--- config.mk ---
export PLATFORM = sky130hd
export DESIGN_NAME = sphere_interface_trap_force
export DESIGN_NICKNAME = d
export VERILOG_FILES = /design/src/sv/sitf_pkg.sv /design/src/sv/sitf_mul.sv /design/src/sv/sitf_sqrt.sv /design/src/sv/sitf_div.sv /design/src/sv/sphere_interface_trap_force.sv
export SDC_FILE = /design/constraint.sdc
export NUM_CORES = 2
export LEC_CHECK = 0
export BUFFER_PORTS_ARGS = -buffer_cell sky130_fd_sc_hd__buf_2
export CORE_ASPECT_RATIO = 1.1
export CORE_MARGIN = 1.5
export CORE_UTILIZATION = 35
export CTS_CLUSTER_DIAMETER = 150
export DETAILED_ROUTE_END_ITERATION = 6
export PLACE_DENSITY_LB_ADDON = 0.1
export SYNTH_ARGS = -nofsm -noshare
export SYNTH_HDL_FRONTEND = slang
export SYNTH_SLANG_ARGS = --single-unit
--- constraint.sdc ---
create_clock -name clk_i -period 12.05 [get_ports clk_i]
set_input_delay 1.8075 -clock clk_i [delete_from_list [all_inputs] [get_ports clk_i]]
set_output_delay 1.8075 -clock clk_i [all_outputs]
set_load 0.01 [all_outputs]
--- src/sv/sitf_pkg.sv ---
// Shared types, widths and helper functions for the spherical interface trap force block.
// Used by every module of the block; depends on nothing else.
`timescale 1ns / 1ps
`default_nettype none

package sitf_pkg;

  // Field widths.
  localparam int COORD_W   = 32;
  localparam int FRAC_W    = 16;
  localparam int SUM_W     = 48;
  localparam int CFG_W     = 31;
  localparam int COS_W     = 16;
  localparam int COS_FRAC  = 14;
  localparam int UNIT_SH   = 30;
  localparam int PI_SH     = 30;
  localparam int DIFF_W    = COORD_W + 1;

  // Serial multiplier: a is held, b is consumed one bit per cycle.
  localparam int MUL_A_W   = 56;
  localparam int MUL_B_W   = 36;
  localparam int MUL_P_W   = MUL_A_W + MUL_B_W;
  localparam int MUL_CNT_W = 6;
  localparam int SH_W      = 5;

  // Square root and divider.
  localparam int SQ_W      = 64;
  localparam int ROOT_W    = 32;
  localparam int REM_W     = 34;
  localparam int DIV_N_W   = 34;
  localparam int DIV_Q_W   = 31;
  localparam int STEP_W    = 5;

  // Intermediate results.
  localparam int KP_W      = 34;
  localparam int CS_W      = 34;
  localparam int Z_W       = 34;
  localparam int OPD_W     = 36;
  localparam int FW_W      = 53;
  localparam int V_W       = 51;

  localparam logic [31:0] PI_Q30 = 32'd3373259426;

  // Register indexes of the configuration port.
  localparam logic [2:0] REG_GAMMA  = 3'd0;
  localparam logic [2:0] REG_COS    = 3'd1;
  localparam logic [2:0] REG_SIGMA  = 3'd2;
  localparam logic [2:0] REG_CX     = 3'd3;
  localparam logic [2:0] REG_CY     = 3'd4;
  localparam logic [2:0] REG_CZ     = 3'd5;
  localparam logic [2:0] REG_RADIUS = 3'd6;

  typedef struct packed {
    logic            start;
    logic [SH_W-1:0] shift;
  } mul_req_t;

  function automatic logic [63:0] abs64(input logic signed [63:0] x);
    return x[63] ? -x : x;
  endfunction

  // Magnitude and sign to a signed SUM_W value, saturated.
  function automatic logic [SUM_W-1:0] clamp_sum(input logic [MUL_P_W-1:0] m,
                                                 input logic neg);
    logic [MUL_P_W-1:0] lim;
    lim = {{(MUL_P_W-SUM_W+1){1'b0}}, {(SUM_W-1){1'b1}}};
    if (!neg) begin
      return (m > lim) ? {1'b0, {(SUM_W-1){1'b1}}} : m[SUM_W-1:0];
    end
    return (m > lim + MUL_P_W'(1)) ? {1'b1, {(SUM_W-1){1'b0}}}
                                    : (~m[SUM_W-1:0] + SUM_W'(1));
  endfunction

  // Magnitude and sign to a signed COORD_W value, saturated.
  function automatic logic [COORD_W-1:0] clamp_coord(input logic [MUL_P_W-1:0] m,
                                                     input logic neg);
    logic [MUL_P_W-1:0] lim;
    lim = {{(MUL_P_W-COORD_W+1){1'b0}}, {(COORD_W-1){1'b1}}};
    if (!neg) begin
      return (m > lim) ? {1'b0, {(COORD_W-1){1'b1}}} : m[COORD_W-1:0];
    end
    return (m > lim + MUL_P_W'(1)) ? {1'b1, {(COORD_W-1){1'b0}}}
                                    : (~m[COORD_W-1:0] + COORD_W'(1));
  endfunction

  // Saturating signed add at SUM_W bits.
  function automatic logic [SUM_W-1:0] sat_add_sum(input logic [SUM_W-1:0] a,
                                                   input logic [SUM_W-1:0] b);
    logic [SUM_W:0] s;
    s = {a[SUM_W-1], a} + {b[SUM_W-1], b};
    if (s[SUM_W] != s[SUM_W-1]) begin
      return s[SUM_W] ? {1'b1, {(SUM_W-1){1'b0}}} : {1'b0, {(SUM_W-1){1'b1}}};
    end
    return s[SUM_W-1:0];
  endfunction

endpackage

`default_nettype wire

--- src/sv/sitf_mul.sv ---
// Bit-serial shift-and-add multiplier with a rounding right shift at the end.
// Depends on sitf_pkg.
`timescale 1ns / 1ps
`default_nettype none

module sitf_mul (
  input  logic                           clk_i,
  input  logic                           rst_ni,
  input  sitf_pkg::mul_req_t             req_i,
  input  logic [sitf_pkg::MUL_A_W-1:0]   a_i,
  input  logic [sitf_pkg::MUL_B_W-1:0]   b_i,
  output logic [sitf_pkg::MUL_P_W-1:0]   prod_o,
  output logic                           done_o
);
  import sitf_pkg::*;

  localparam logic [1:0] M_IDLE = 2'd0;
  localparam logic [1:0] M_RUN  = 2'd1;
  localparam logic [1:0] M_RND  = 2'd2;

  logic [1:0]           st_q, st_d;
  logic [MUL_CNT_W-1:0] cnt_q, cnt_d;
  logic                 done_q, done_d;
  logic [MUL_P_W-1:0]   p_q, p_d;
  logic [MUL_A_W-1:0]   a_q;
  logic [SH_W-1:0]      sh_q;
  logic [MUL_A_W:0]     upper;
  logic [MUL_P_W:0]     half, rnd, shr;

  always_comb begin
    upper = {1'b0, p_q[MUL_P_W-1:MUL_B_W]} + (p_q[0] ? {1'b0, a_q} : '0);
    half  = (sh_q == '0) ? '0 : ((MUL_P_W+1)'(1) << (sh_q - SH_W'(1)));
    rnd   = {1'b0, p_q} + half;
    shr   = rnd >> sh_q;
    st_d   = st_q;
    cnt_d  = cnt_q;
    done_d = 1'b0;
    p_d    = p_q;
    case (st_q)
      M_IDLE: begin
        if (req_i.start) begin
          p_d   = {{MUL_A_W{1'b0}}, b_i};
          cnt_d = MUL_CNT_W'(MUL_B_W - 1);
          st_d  = M_RUN;
        end
      end
      M_RUN: begin
        p_d = {upper, p_q[MUL_B_W-1:1]};
        if (cnt_q == '0) begin
          st_d = M_RND;
        end else begin
          cnt_d = cnt_q - MUL_CNT_W'(1);
        end
      end
      M_RND: begin
        p_d    = shr[MUL_P_W-1:0];
        done_d = 1'b1;
        st_d   = M_IDLE;
      end
      default: st_d = M_IDLE;
    endcase
  end

  always_ff @(posedge clk_i or negedge rst_ni) begin
    if (!rst_ni) begin
      st_q   <= M_IDLE;
      cnt_q  <= '0;
      done_q <= 1'b0;
    end else begin
      st_q   <= st_d;
      cnt_q  <= cnt_d;
      done_q <= done_d;
    end
  end

  always_ff @(posedge clk_i) begin
    p_q <= p_d;
    if (st_q == M_IDLE && req_i.start) begin
      a_q  <= a_i;
      sh_q <= req_i.shift;
    end
  end

  assign prod_o = p_q;
  assign done_o = done_q;

endmodule

`default_nettype wire

--- src/sv/sitf_sqrt.sv ---
// Digit-by-digit integer square root, two radicand bits per cycle.
// Depends on sitf_pkg.
`timescale 1ns / 1ps
`default_nettype none

module sitf_sqrt (
  input  logic                         clk_i,
  input  logic                         rst_ni,
  input  logic                         start_i,
  input  logic [sitf_pkg::SQ_W-1:0]    val_i,
  output logic [sitf_pkg::ROOT_W-1:0]  root_o,
  output logic                         done_o
);
  import sitf_pkg::*;

  logic                busy_q, done_q;
  logic [STEP_W-1:0]   cnt_q;
  logic [SQ_W-1:0]     v_q;
  logic [REM_W-1:0]    rem_q;
  logic [ROOT_W-1:0]   root_q;
  logic [REM_W+1:0]    rem4, trial, diff;
  logic                ge;

  always_comb begin
    rem4  = {rem_q, v_q[SQ_W-1:SQ_W-2]};
    trial = {2'b00, root_q, 2'b01};
    ge    = (rem4 >= trial);
    diff  = rem4 - trial;
  end

  always_ff @(posedge clk_i or negedge rst_ni) begin
    if (!rst_ni) begin
      busy_q <= 1'b0;
      done_q <= 1'b0;
      cnt_q  <= '0;
    end else begin
      done_q <= busy_q && (cnt_q == '0);
      if (start_i && !busy_q) begin
        busy_q <= 1'b1;
        cnt_q  <= STEP_W'(ROOT_W - 1);
      end else if (busy_q) begin
        if (cnt_q == '0) begin
          busy_q <= 1'b0;
        end else begin
          cnt_q <= cnt_q - STEP_W'(1);
        end
      end
    end
  end

  always_ff @(posedge clk_i) begin
    if (start_i && !busy_q) begin
      v_q    <= val_i;
      rem_q  <= '0;
      root_q <= '0;
    end else if (busy_q) begin
      v_q    <= {v_q[SQ_W-3:0], 2'b00};
      rem_q  <= ge ? diff[REM_W-1:0] : rem4[REM_W-1:0];
      root_q <= {root_q[ROOT_W-2:0], ge};
    end
  end

  assign root_o = root_q;
  assign done_o = done_q;

endmodule

`default_nettype wire

--- src/sv/sitf_div.sv ---
// Restoring divider lane, one quotient bit per cycle, for the unit-vector components.
// Depends on sitf_pkg.
`timescale 1ns / 1ps
`default_nettype none

module sitf_div (
  input  logic                          clk_i,
  input  logic                          rst_ni,
  input  logic                          start_i,
  input  logic [sitf_pkg::DIV_N_W-1:0]  num_i,
  input  logic [sitf_pkg::ROOT_W-1:0]   den_i,
  output logic [sitf_pkg::DIV_Q_W-1:0]  quo_o,
  output logic                          done_o
);
  import sitf_pkg::*;

  logic                busy_q, done_q;
  logic [STEP_W-1:0]   cnt_q;
  logic [DIV_N_W-1:0]  r_q, rem;
  logic [ROOT_W-1:0]   den_q;
  logic [DIV_Q_W-1:0]  q_q;
  logic                ge;

  always_comb begin
    ge  = (r_q >= {{(DIV_N_W-ROOT_W){1'b0}}, den_q});
    rem = ge ? (r_q - {{(DIV_N_W-ROOT_W){1'b0}}, den_q}) : r_q;
  end

  always_ff @(posedge clk_i or negedge rst_ni) begin
    if (!rst_ni) begin
      busy_q <= 1'b0;
      done_q <= 1'b0;
      cnt_q  <= '0;
    end else begin
      done_q <= busy_q && (cnt_q == '0);
      if (start_i && !busy_q) begin
        busy_q <= 1'b1;
        cnt_q  <= STEP_W'(DIV_Q_W - 1);
      end else if (busy_q) begin
        if (cnt_q == '0) begin
          busy_q <= 1'b0;
        end else begin
          cnt_q <= cnt_q - STEP_W'(1);
        end
      end
    end
  end

  always_ff @(posedge clk_i) begin
    if (start_i && !busy_q) begin
      r_q   <= num_i;
      den_q <= den_i;
      q_q   <= '0;
    end else if (busy_q) begin
      r_q <= {rem[DIV_N_W-2:0], 1'b0};
      q_q <= {q_q[DIV_Q_W-2:0], ge};
    end
  end

  assign quo_o  = q_q;
  assign done_o = done_q;

endmodule

`default_nettype wire

--- src/sv/sphere_interface_trap_force.sv ---
// A particle outside the group goes straight to the output. Otherwise each item uses the
// shared serial multiplier (one bit of the short operand per cycle), the square root and,
// in band and off the centre, the unit-vector divide.
// The block takes one item at a time and stalls its input until the item is handed on.
// Reset clears the configuration registers, both running sums and all handshake state.
`timescale 1ns / 1ps
`default_nettype none

module sphere_interface_trap_force (
  input  logic                           clk_i,
  input  logic                           rst_ni,
  // Configuration port.
  input  logic                           psel,
  input  logic                           penable,
  input  logic                           pwrite,
  input  logic [4:0]                     paddr,
  input  logic [31:0]                    pwdata,
  output logic [31:0]                    prdata,
  output logic                           pready,
  // Input channel.
  input  logic                           in_valid_i,
  output logic                           in_stall_o,
  input  logic signed [sitf_pkg::COORD_W-1:0] pos_x_i,
  input  logic signed [sitf_pkg::COORD_W-1:0] pos_y_i,
  input  logic signed [sitf_pkg::COORD_W-1:0] pos_z_i,
  input  logic                           in_group_i,
  input  logic                           start_pass_i,
  // Output channel.
  output logic                           out_valid_o,
  input  logic                           out_stall_i,
  output logic signed [sitf_pkg::COORD_W-1:0] force_dx_o,
  output logic signed [sitf_pkg::COORD_W-1:0] force_dy_o,
  output logic signed [sitf_pkg::COORD_W-1:0] force_dz_o,
  output logic                           in_band_o,
  output logic                           at_centre_o,
  output logic signed [sitf_pkg::SUM_W-1:0]   energy_total_o,
  output logic signed [sitf_pkg::SUM_W-1:0]   force_total_o
);
  import sitf_pkg::*;

  // Sequencer states.
  localparam logic [2:0] S_IDLE      = 3'd0;
  localparam logic [2:0] S_MUL_GO    = 3'd1;
  localparam logic [2:0] S_MUL_WAIT  = 3'd2;
  localparam logic [2:0] S_SQRT_GO   = 3'd3;
  localparam logic [2:0] S_SQRT_WAIT = 3'd4;
  localparam logic [2:0] S_DIV_GO    = 3'd5;
  localparam logic [2:0] S_DIV_WAIT  = 3'd6;
  localparam logic [2:0] S_OUT       = 3'd7;

  // Multiply operations, issued in this order. The groups are contiguous so that
  // the sequencer steps through each group by incrementing.
  localparam logic [3:0] OP_SQX = 4'd0;
  localparam logic [3:0] OP_SQY = 4'd1;
  localparam logic [3:0] OP_SQZ = 4'd2;
  localparam logic [3:0] OP_KP  = 4'd3;
  localparam logic [3:0] OP_CS  = 4'd4;
  localparam logic [3:0] OP_FW  = 4'd5;
  localparam logic [3:0] OP_V   = 4'd6;
  localparam logic [3:0] OP_E   = 4'd7;
  localparam logic [3:0] OP_FX  = 4'd8;
  localparam logic [3:0] OP_FY  = 4'd9;
  localparam logic [3:0] OP_FZ  = 4'd10;

  // Configuration registers.
  logic [CFG_W-1:0]          gamma_q, sigma_q, radius_q;
  logic signed [COS_W-1:0]   cos_q;
  logic signed [COORD_W-1:0] cx_q, cy_q, cz_q;

  // Control.
  logic [2:0] state_q;
  logic [3:0] op_q;
  logic       out_valid_q;
  logic       cfg_wr;

  // Working registers for the item in flight.
  logic signed [DIFF_W-1:0]  dx_q, dy_q, dz_q;
  logic                      grp_q, start_q, band_q, centre_q;
  logic [SQ_W-1:0]           ssum_q;
  logic [KP_W-1:0]           kp_q;
  logic signed [CS_W-1:0]    cs_q;
  logic signed [FW_W-1:0]    fw_q;
  logic [SUM_W-1:0]          fw48_q, e_q;
  logic signed [V_W-1:0]     v_q;
  logic [COORD_W-1:0]        fx_q, fy_q, fz_q;

  // Running sums and the output register.
  logic [SUM_W-1:0]          esum_q, fsum_q;
  logic [COORD_W-1:0]        ofx_q, ofy_q, ofz_q;
  logic                      oband_q, ocentre_q;

  // Unit connections.
  mul_req_t                  mul_req;
  logic [MUL_A_W-1:0]        mul_a;
  logic [MUL_B_W-1:0]        mul_b;
  logic                      mul_neg;
  logic [MUL_P_W-1:0]        mul_p;
  logic                      mul_done;
  logic [ROOT_W-1:0]         root;
  logic                      sqrt_done;
  logic [DIV_Q_W-1:0]        qx, qy, qz;
  logic                      dvx_done, dvy_done, dvz_done, div_done;

  // Derived values for the current item.
  logic [63:0]               ab_x, ab_y, ab_z, ab_cos, ab_csmz, ab_z0, ab_z2c, ab_v, ab_fw;
  logic signed [Z_W-1:0]     z0, sig34, nsig34;
  logic signed [OPD_W-1:0]   csmz, z2c;
  logic                      band_now;
  logic [SQ_W:0]             ssum_add;
  logic [SQ_W-1:0]           ssum_base, ssum_new;
  logic [SUM_W-1:0]          e_base, f_base;

  assign cfg_wr = psel && penable && pwrite && pready;
  assign pready = 1'b1;

  // Register reads.
  always_comb begin
    case (paddr[4:2])
      REG_GAMMA:  prdata = {1'b0, gamma_q};
      REG_COS:    prdata = {{(32-COS_W){cos_q[COS_W-1]}}, cos_q};
      REG_SIGMA:  prdata = {1'b0, sigma_q};
      REG_CX:     prdata = cx_q;
      REG_CY:     prdata = cy_q;
      REG_CZ:     prdata = cz_q;
      REG_RADIUS: prdata = {1'b0, radius_q};
      default:    prdata = '0;
    endcase
  end

  // Distance to the interface and the band test. The square root output is held
  // until the next item starts, so z0 stays valid for the rest of the item.
  always_comb begin
    z0       = {3'b000, radius_q} - {2'b00, root};
    sig34    = {3'b000, sigma_q};
    nsig34   = -sig34;
    band_now = (z0 > nsig34) && (z0 < sig34);
    csmz     = {{(OPD_W-CS_W){cs_q[CS_W-1]}}, cs_q} - {{(OPD_W-Z_W){z0[Z_W-1]}}, z0};
    z2c      = {{(OPD_W-Z_W){z0[Z_W-1]}}, z0} - {cs_q[CS_W-1], cs_q, 1'b0};
    ab_x     = abs64(dx_q);
    ab_y     = abs64(dy_q);
    ab_z     = abs64(dz_q);
    ab_cos   = abs64(cos_q);
    ab_csmz  = abs64(csmz);
    ab_z0    = abs64(z0);
    ab_z2c   = abs64(z2c);
    ab_v     = abs64(v_q);
    ab_fw    = abs64(fw_q);
  end

  // Operand selection for the shared multiplier. Each product is formed on
  // magnitudes; the sign is applied when the result is stored.
  always_comb begin
    mul_req.start = (state_q == S_MUL_GO);
    mul_req.shift = '0;
    mul_a         = '0;
    mul_b         = '0;
    mul_neg       = 1'b0;
    case (op_q)
      OP_SQX: begin
        mul_a = ab_x[MUL_A_W-1:0];
        mul_b = ab_x[MUL_B_W-1:0];
      end
      OP_SQY: begin
        mul_a = ab_y[MUL_A_W-1:0];
        mul_b = ab_y[MUL_B_W-1:0];
      end
      OP_SQZ: begin
        mul_a = ab_z[MUL_A_W-1:0];
        mul_b = ab_z[MUL_B_W-1:0];
      end
      OP_KP: begin
        mul_a         = MUL_A_W'(PI_Q30);
        mul_b         = MUL_B_W'(gamma_q);
        mul_req.shift = SH_W'(PI_SH);
      end
      OP_CS: begin
        mul_a         = ab_cos[MUL_A_W-1:0];
        mul_b         = MUL_B_W'(sigma_q);
        mul_req.shift = SH_W'(COS_FRAC);
        mul_neg       = cos_q[COS_W-1];
      end
      OP_FW: begin
        mul_a         = MUL_A_W'({kp_q, 1'b0});
        mul_b         = ab_csmz[MUL_B_W-1:0];
        mul_req.shift = SH_W'(FRAC_W);
        mul_neg       = csmz[OPD_W-1];
      end
      OP_V: begin
        mul_a         = ab_z0[MUL_A_W-1:0];
        mul_b         = ab_z2c[MUL_B_W-1:0];
        mul_req.shift = SH_W'(FRAC_W);
        mul_neg       = z0[Z_W-1] ^ z2c[OPD_W-1];
      end
      OP_E: begin
        mul_a         = ab_v[MUL_A_W-1:0];
        mul_b         = MUL_B_W'(kp_q);
        mul_req.shift = SH_W'(FRAC_W);
        mul_neg       = v_q[V_W-1];
      end
      OP_FX: begin
        mul_a         = ab_fw[MUL_A_W-1:0];
        mul_b         = MUL_B_W'(qx);
        mul_req.shift = SH_W'(UNIT_SH);
        mul_neg       = fw_q[FW_W-1] ^ dx_q[DIFF_W-1];
      end
      OP_FY: begin
        mul_a         = ab_fw[MUL_A_W-1:0];
        mul_b         = MUL_B_W'(qy);
        mul_req.shift = SH_W'(UNIT_SH);
        mul_neg       = fw_q[FW_W-1] ^ dy_q[DIFF_W-1];
      end
      OP_FZ: begin
        mul_a         = ab_fw[MUL_A_W-1:0];
        mul_b         = MUL_B_W'(qz);
        mul_req.shift = SH_W'(UNIT_SH);
        mul_neg       = fw_q[FW_W-1] ^ dz_q[DIFF_W-1];
      end
      default: begin
        mul_a = '0;
        mul_b = '0;
      end
    endcase
  end

  // The sum of squares saturates at the top of 64 bits; such a particle always
  // lies outside the band.
  always_comb begin
    ssum_base = (op_q == OP_SQX) ? '0 : ssum_q;
    ssum_add  = {1'b0, ssum_base} + {1'b0, mul_p[SQ_W-1:0]};
    ssum_new  = (ssum_add[SQ_W] || (mul_p[MUL_P_W-1:SQ_W] != '0)) ? '1
                                                                  : ssum_add[SQ_W-1:0];
    e_base    = start_q ? '0 : esum_q;
    f_base    = start_q ? '0 : fsum_q;
  end

  sitf_mul u_mul (
    .clk_i  (clk_i),
    .rst_ni (rst_ni),
    .req_i  (mul_req),
    .a_i    (mul_a),
    .b_i    (mul_b),
    .prod_o (mul_p),
    .done_o (mul_done)
  );

  sitf_sqrt u_sqrt (
    .clk_i   (clk_i),
    .rst_ni  (rst_ni),
    .start_i (state_q == S_SQRT_GO),
    .val_i   (ssum_q),
    .root_o  (root),
    .done_o  (sqrt_done)
  );

  // Three divider lanes run side by side, one per axis.
  sitf_div u_div_x (
    .clk_i   (clk_i),
    .rst_ni  (rst_ni),
    .start_i (state_q == S_DIV_GO),
    .num_i   (ab_x[DIV_N_W-1:0]),
    .den_i   (root),
    .quo_o   (qx),
    .done_o  (dvx_done)
  );

  sitf_div u_div_y (
    .clk_i   (clk_i),
    .rst_ni  (rst_ni),
    .start_i (state_q == S_DIV_GO),
    .num_i   (ab_y[DIV_N_W-1:0]),
    .den_i   (root),
    .quo_o   (qy),
    .done_o  (dvy_done)
  );

  sitf_div u_div_z (
    .clk_i   (clk_i),
    .rst_ni  (rst_ni),
    .start_i (state_q == S_DIV_GO),
    .num_i   (ab_z[DIV_N_W-1:0]),
    .den_i   (root),
    .quo_o   (qz),
    .done_o  (dvz_done)
  );

  assign div_done = dvx_done & dvy_done & dvz_done;

  // Sequencer, configuration registers and running sums.
  always_ff @(posedge clk_i or negedge rst_ni) begin
    if (!rst_ni) begin
      state_q     <= S_IDLE;
      op_q        <= OP_SQX;
      out_valid_q <= 1'b0;
      esum_q      <= '0;
      fsum_q      <= '0;
      gamma_q     <= '0;
      cos_q       <= '0;
      sigma_q     <= '0;
      cx_q        <= '0;
      cy_q        <= '0;
      cz_q        <= '0;
      radius_q    <= '0;
    end else begin
      if (cfg_wr) begin
        case (paddr[4:2])
          REG_GAMMA:  gamma_q  <= pwdata[CFG_W-1:0];
          REG_COS:    cos_q    <= pwdata[COS_W-1:0];
          REG_SIGMA:  sigma_q  <= pwdata[CFG_W-1:0];
          REG_CX:     cx_q     <= pwdata[COORD_W-1:0];
          REG_CY:     cy_q     <= pwdata[COORD_W-1:0];
          REG_CZ:     cz_q     <= pwdata[COORD_W-1:0];
          REG_RADIUS: radius_q <= pwdata[CFG_W-1:0];
          default:    ;
        endcase
      end
      // A finished item takes the output register as soon as it is free or being
      // emptied in this same cycle.
      if (state_q == S_OUT && (!out_valid_q || !out_stall_i)) begin
        out_valid_q <= 1'b1;
      end else if (out_valid_q && !out_stall_i) begin
        out_valid_q <= 1'b0;
      end
      case (state_q)
        S_IDLE: begin
          if (in_valid_i) begin
            op_q    <= OP_SQX;
            state_q <= in_group_i ? S_MUL_GO : S_OUT;
          end
        end
        S_MUL_GO: state_q <= S_MUL_WAIT;
        S_MUL_WAIT: begin
          if (mul_done) begin
            case (op_q)
              OP_CS:   state_q <= S_SQRT_GO;
              OP_E:    state_q <= centre_q ? S_OUT : S_DIV_GO;
              OP_FZ:   state_q <= S_OUT;
              default: begin
                op_q    <= op_q + 4'd1;
                state_q <= S_MUL_GO;
              end
            endcase
          end
        end
        S_SQRT_GO: state_q <= S_SQRT_WAIT;
        S_SQRT_WAIT: begin
          if (sqrt_done) begin
            if (band_now) begin
              op_q    <= OP_FW;
              state_q <= S_MUL_GO;
            end else begin
              state_q <= S_OUT;
            end
          end
        end
        S_DIV_GO: state_q <= S_DIV_WAIT;
        S_DIV_WAIT: begin
          if (div_done) begin
            op_q    <= OP_FX;
            state_q <= S_MUL_GO;
          end
        end
        S_OUT: begin
          // The finished item waits here until the output register is free.
          if (!out_valid_q || !out_stall_i) begin
            esum_q      <= band_q ? sat_add_sum(e_base, e_q) : e_base;
            fsum_q      <= band_q ? sat_add_sum(f_base, fw48_q) : f_base;
            state_q     <= S_IDLE;
          end
        end
        default: state_q <= S_IDLE;
      endcase
    end
  end

  // Datapath registers.
  always_ff @(posedge clk_i) begin
    if (state_q == S_IDLE && in_valid_i) begin
      dx_q     <= {pos_x_i[COORD_W-1], pos_x_i} - {cx_q[COORD_W-1], cx_q};
      dy_q     <= {pos_y_i[COORD_W-1], pos_y_i} - {cy_q[COORD_W-1], cy_q};
      dz_q     <= {pos_z_i[COORD_W-1], pos_z_i} - {cz_q[COORD_W-1], cz_q};
      grp_q    <= in_group_i;
      start_q  <= start_pass_i;
      band_q   <= 1'b0;
      centre_q <= 1'b0;
    end
    if (state_q == S_SQRT_WAIT && sqrt_done) begin
      band_q   <= band_now;
      centre_q <= (root == '0);
    end
    if (state_q == S_MUL_WAIT && mul_done) begin
      case (op_q)
        OP_SQX, OP_SQY, OP_SQZ: ssum_q <= ssum_new;
        OP_KP: kp_q <= mul_p[KP_W-1:0];
        OP_CS: cs_q <= mul_neg ? -mul_p[CS_W-1:0] : mul_p[CS_W-1:0];
        OP_FW: begin
          fw_q   <= mul_neg ? -mul_p[FW_W-1:0] : mul_p[FW_W-1:0];
          fw48_q <= clamp_sum(mul_p, mul_neg);
        end
        OP_V:  v_q  <= mul_neg ? -mul_p[V_W-1:0] : mul_p[V_W-1:0];
        OP_E:  e_q  <= clamp_sum(mul_p, mul_neg);
        OP_FX: fx_q <= clamp_coord(mul_p, mul_neg);
        OP_FY: fy_q <= clamp_coord(mul_p, mul_neg);
        OP_FZ: fz_q <= clamp_coord(mul_p, mul_neg);
        default: ;
      endcase
    end
    if (state_q == S_OUT && (!out_valid_q || !out_stall_i)) begin
      // At the centre or outside the band the force components are zero.
      ofx_q     <= (band_q && !centre_q) ? fx_q : '0;
      ofy_q     <= (band_q && !centre_q) ? fy_q : '0;
      ofz_q     <= (band_q && !centre_q) ? fz_q : '0;
      oband_q   <= band_q;
      ocentre_q <= centre_q && grp_q;
    end
  end

  assign in_stall_o     = (state_q != S_IDLE);
  assign out_valid_o    = out_valid_q;
  assign force_dx_o     = ofx_q;
  assign force_dy_o     = ofy_q;
  assign force_dz_o     = ofz_q;
  assign in_band_o      = oband_q;
  assign at_centre_o    = ocentre_q;
  assign energy_total_o = esum_q;
  assign force_total_o  = fsum_q;

  // A particle at the centre never receives a force.
  a_centre_no_force: assert property (@(posedge clk_i) disable iff (!rst_ni)
    out_valid_o && at_centre_o |-> force_dx_o == '0 && force_dy_o == '0 && force_dz_o == '0)
    else $error("force given to a particle at the centre");

  // Outside the band every force component is zero.
  a_band_no_force: assert property (@(posedge clk_i) disable iff (!rst_ni)
    out_valid_o && !in_band_o |-> force_dx_o == '0 && force_dy_o == '0 && force_dz_o == '0)
    else $error("force given to a particle outside the band");

  // The multiplier only finishes while the sequencer waits for it.
  a_mul_done_wait: assert property (@(posedge clk_i) disable iff (!rst_ni)
    mul_done |-> state_q == S_MUL_WAIT)
    else $error("multiplier finished outside its wait state");

  // The square root only finishes while the sequencer waits for it.
  a_sqrt_done_wait: assert property (@(posedge clk_i) disable iff (!rst_ni)
    sqrt_done |-> state_q == S_SQRT_WAIT)
    else $error("square root finished outside its wait state");

  // An accepted item always leaves the idle state.
  a_accept_busy: assert property (@(posedge clk_i) disable iff (!rst_ni)
    in_valid_i && !in_stall_o |=> state_q != S_IDLE)
    else $error("accepted item did not start");

endmodule

`default_nettype wire

==> flow_metrics.env <==
export IMPL_die_y_um=574
export IMPL_syn_to_final_growth_pct=12.3
export IMPL_synth_largest_area_cell="edfxtp_1"
export IMPL_slew_violations=0
export IMPL_final_antenna_net_count=0
export IMPL_wl_per_cell_um=28.9
export IMPL_cts_buffer_depth=4
export IMPL_cts_root_buf="clkbuf_16"
export IMPL_cp_required_ps=12590
export IMPL_path_max_fanout=25
export IMPL_fin_area_um2=117000
export IMPL_place_area_um2=110000
export IMPL_die_w_um=522
export IMPL_die_area_um2=300000
export IMPL_grt_pass1_wl_um=628000
export IMPL_hold_violations=0
export IMPL_syn_inst=11100
export IMPL_grt_total_usage_pct=28.8
export IMPL_status="finished, violations left"
export IMPL_ys_ff_latch=1546
export IMPL_core_area_um2=295000
export IMPL_finalSetupTns_ps=0
export IMPL_grt_max_degree=164
export IMPL_grt_pass1_vias=85800
export IMPL_yosysWarnings=0
export IMPL_nNetsFinal=12100
export IMPL_viasPerCell=5.78
export IMPL_fmax_mhz=109
export IMPL_initialDrtViolationCount=8370
export IMPL_synthFlopType="edfxtp_1"
export IMPL_synth_edff_count=1041
export IMPL_ctsResizeCount=0
export IMPL_final_core_util_pct=39.5
export IMPL_timing_final_crit_share_pct=76.1
export IMPL_synth_most_common_cell="nand2_1"
export IMPL_violations="DRC"
export IMPL_io_buffers=367
export IMPL_rsz0062_at_grt="false"
export IMPL_max_cap_violations=0
export IMPL_drive_above_1_share_pct=10.4
export IMPL_setup_viol=0
export IMPL_cts_tree="built"
export IMPL_post_cts_setup_buffers=0
export IMPL_ctsHoldBuffers=0
export IMPL_cts_sinks=1546
export IMPL_synthArstFlopShare_pct=22.4
export IMPL_fillers=29500
export IMPL_critPathCaptureType="flop"
export IMPL_synthTopCellsByArea="edfxtp_1, dfrtp_1, ha_1"
export IMPL_drc_errors=1
export IMPL_fin_worst_skew_ps=135
export IMPL_ios=371
export IMPL_powerDensity_nw_per_um2=123
export IMPL_yosys_top_cells_count="nand2_1, edfxtp_1, o21ai_0, a21oi_1, nor2_1"
export IMPL_clock_latency_ps=940
export IMPL_ys_seq_area_share_pct=41.5
export IMPL_yosys_area_top_type_share_pct=30.1
export IMPL_stdcell_count=15400
export IMPL_fp_row_count=209
export IMPL_path_clk_slew_ps=70
export IMPL_crit_arrival_ps=9710
export IMPL_htreeDepth=4
export IMPL_num_vias=89000
export IMPL_crit_type="reg2reg"
export IMPL_yosys_cell_types_count=114
export IMPL_hpwl_um=350000
export IMPL_initial_core_util_pct=35.2
export IMPL_hp_class="reg2reg"
export IMPL_tightest_slew_ps=1410
export IMPL_start_kind="flop"
export IMPL_antenna_found_initial=17
export IMPL_syn_area_per_cell_um2=9.35
export IMPL_min_period_ps=9170
export IMPL_syn_area_um2=104000
export IMPL_slew_headroom_pct=3.50
export IMPL_leakagePower_uw=0.0470
export IMPL_firstDrtPassIters=7
export IMPL_gp_congestion=0.965
export IMPL_gr_total_overflow=0
export IMPL_ir_drop_mv=0.117
export IMPL_routed_wl_um=445000
export IMPL_cts_inserted_buffers=193
export IMPL_placed_cells=15100
registers in the layout, indices dropped and copies added (netlist names), 48 cells and up:
register	flops
u_sqrt.v_q	64
v_q	51
e_q	48
fw_q	53
energy_total_o	48
u_mul.prod_o	92
fw48_q	48
ssum_q	64
u_mul.a_q	56
force_total_o	48
per-stage QoR:
stage          total power [µW]  hold slack [ps]  setup WS (ps)
4_1_cts                   14400              451           3090
3_3_place_gp               8520              441           3200
6_report                  14300              453           2880
2_1_floorplan              7570              435           4550
5_1_grt                   14800              477           2560
3_5_place_dp               8540              440           3110
cells in the final DEF, fill, tap and decap left out, types with 142 or more instances in the layout:
master,n
buf_4,204
mux2_2,153
o21ai_0,812
and2_1,288
nand3_1,171
nor3_1,162
a21oi_1,762
nor2_1,616
a21o_1,263
ha_1,610
nand2_1,1268
edfxtp_1,1041
clkbuf_16,195
xor2_1,378
nor2b_1,251
mux2i_1,142
inv_1,556
xnor2_1,494
dfrtp_1,342
buf_2,366
dfxtp_1,159
kinds of logic after synthesis:
logic type | count (synthesis) | share of synthesized area (%)
AOI/OAI and AO/OA | 3148 | 19.7
xor gates and xnor gates | 874 | 7.40
adders and majority gates | 630 | 7.67
buffers and inverters | 1098 | 4.02
DFF | 1546 | 41.5
muxes | 309 | 3.32
other | 2 | 0.00723
and+or+nand+nor | 3496 | 16.4
worst paths after layout:
kind                                         from                 end  slack (ps)  cells past startpoint
min in group asynchronous                  rst_ni  energy_total_o[31]         820                      1
worst max-delay path             u_sqrt.root_o[1]    u_mul.prod_o[11]        2880                     27
worst min register to register  u_div_z.quo_o[13]   u_div_z.quo_o[14]         450                      2
worst max register to register   u_sqrt.root_o[1]    u_mul.prod_o[11]        2880                     27
max in group asynchronous                  rst_ni        radius_q[30]        8790                      3
worst min-delay path            u_div_z.quo_o[13]   u_div_z.quo_o[14]         450                      2
power by group:
group          internal (µW)  switching, µW  total [µW]  leakage (µW)
Sequential              5810            211        6020        0.0147
Clock                   3380           2470        5860       0.00302
Combinational            881           1580        2460        0.0293
Total                  10100           4270       14300        0.0470
layout make-up:
class	count	area (µm²)	area share, %
Clock inverter	87	903	0.774
Timing Repair Buffer	573	3420	2.93
Inverter	566	2130	1.83
Sequential cell	1546	43100	37.0
Antenna cell	15	37.5	0.0322
Tap cell	3903	4880	4.19
Clock buffer	257	5290	4.54
Multi-Input combinational cell	8462	56900	48.8
layer usage:
layer / global-route usage, % / share of wire [%] / up-vias
met5: 0 / 0.015 / -
met4: 16.4 / 6.6 / 10
met3: 3.12 / 5.3 / 713
met2: 46.9 / 46 / 3143
met1: 37.1 / 42 / 44000
li1: - / - / 41100
critical path, stage by stage, from the launching register on:
cell       delay (ps)
dfxtp_1           710
inv_1             410
ha_1              380
nor2b_1           140
o31a_1            280
o2111ai_1         430
nand2_1           170
a21oi_1           330
o21ai_0           220
xor2_1            220
buf_4             240
inv_1              60
ha_1              480
and3_1            280
nand3_1            90
a21oi_1           210
o22a_1            310
a31oi_1           180
o32a_1            350
or3_4             450
nor4_4            540
o21ai_2           170
a31oi_4           170
buf_4             350
a21oi_1           100
xor2_1            160
a2111oi_0        1220
a41oi_1            90
No activity file was read; power rests on OpenSTA's default activity.
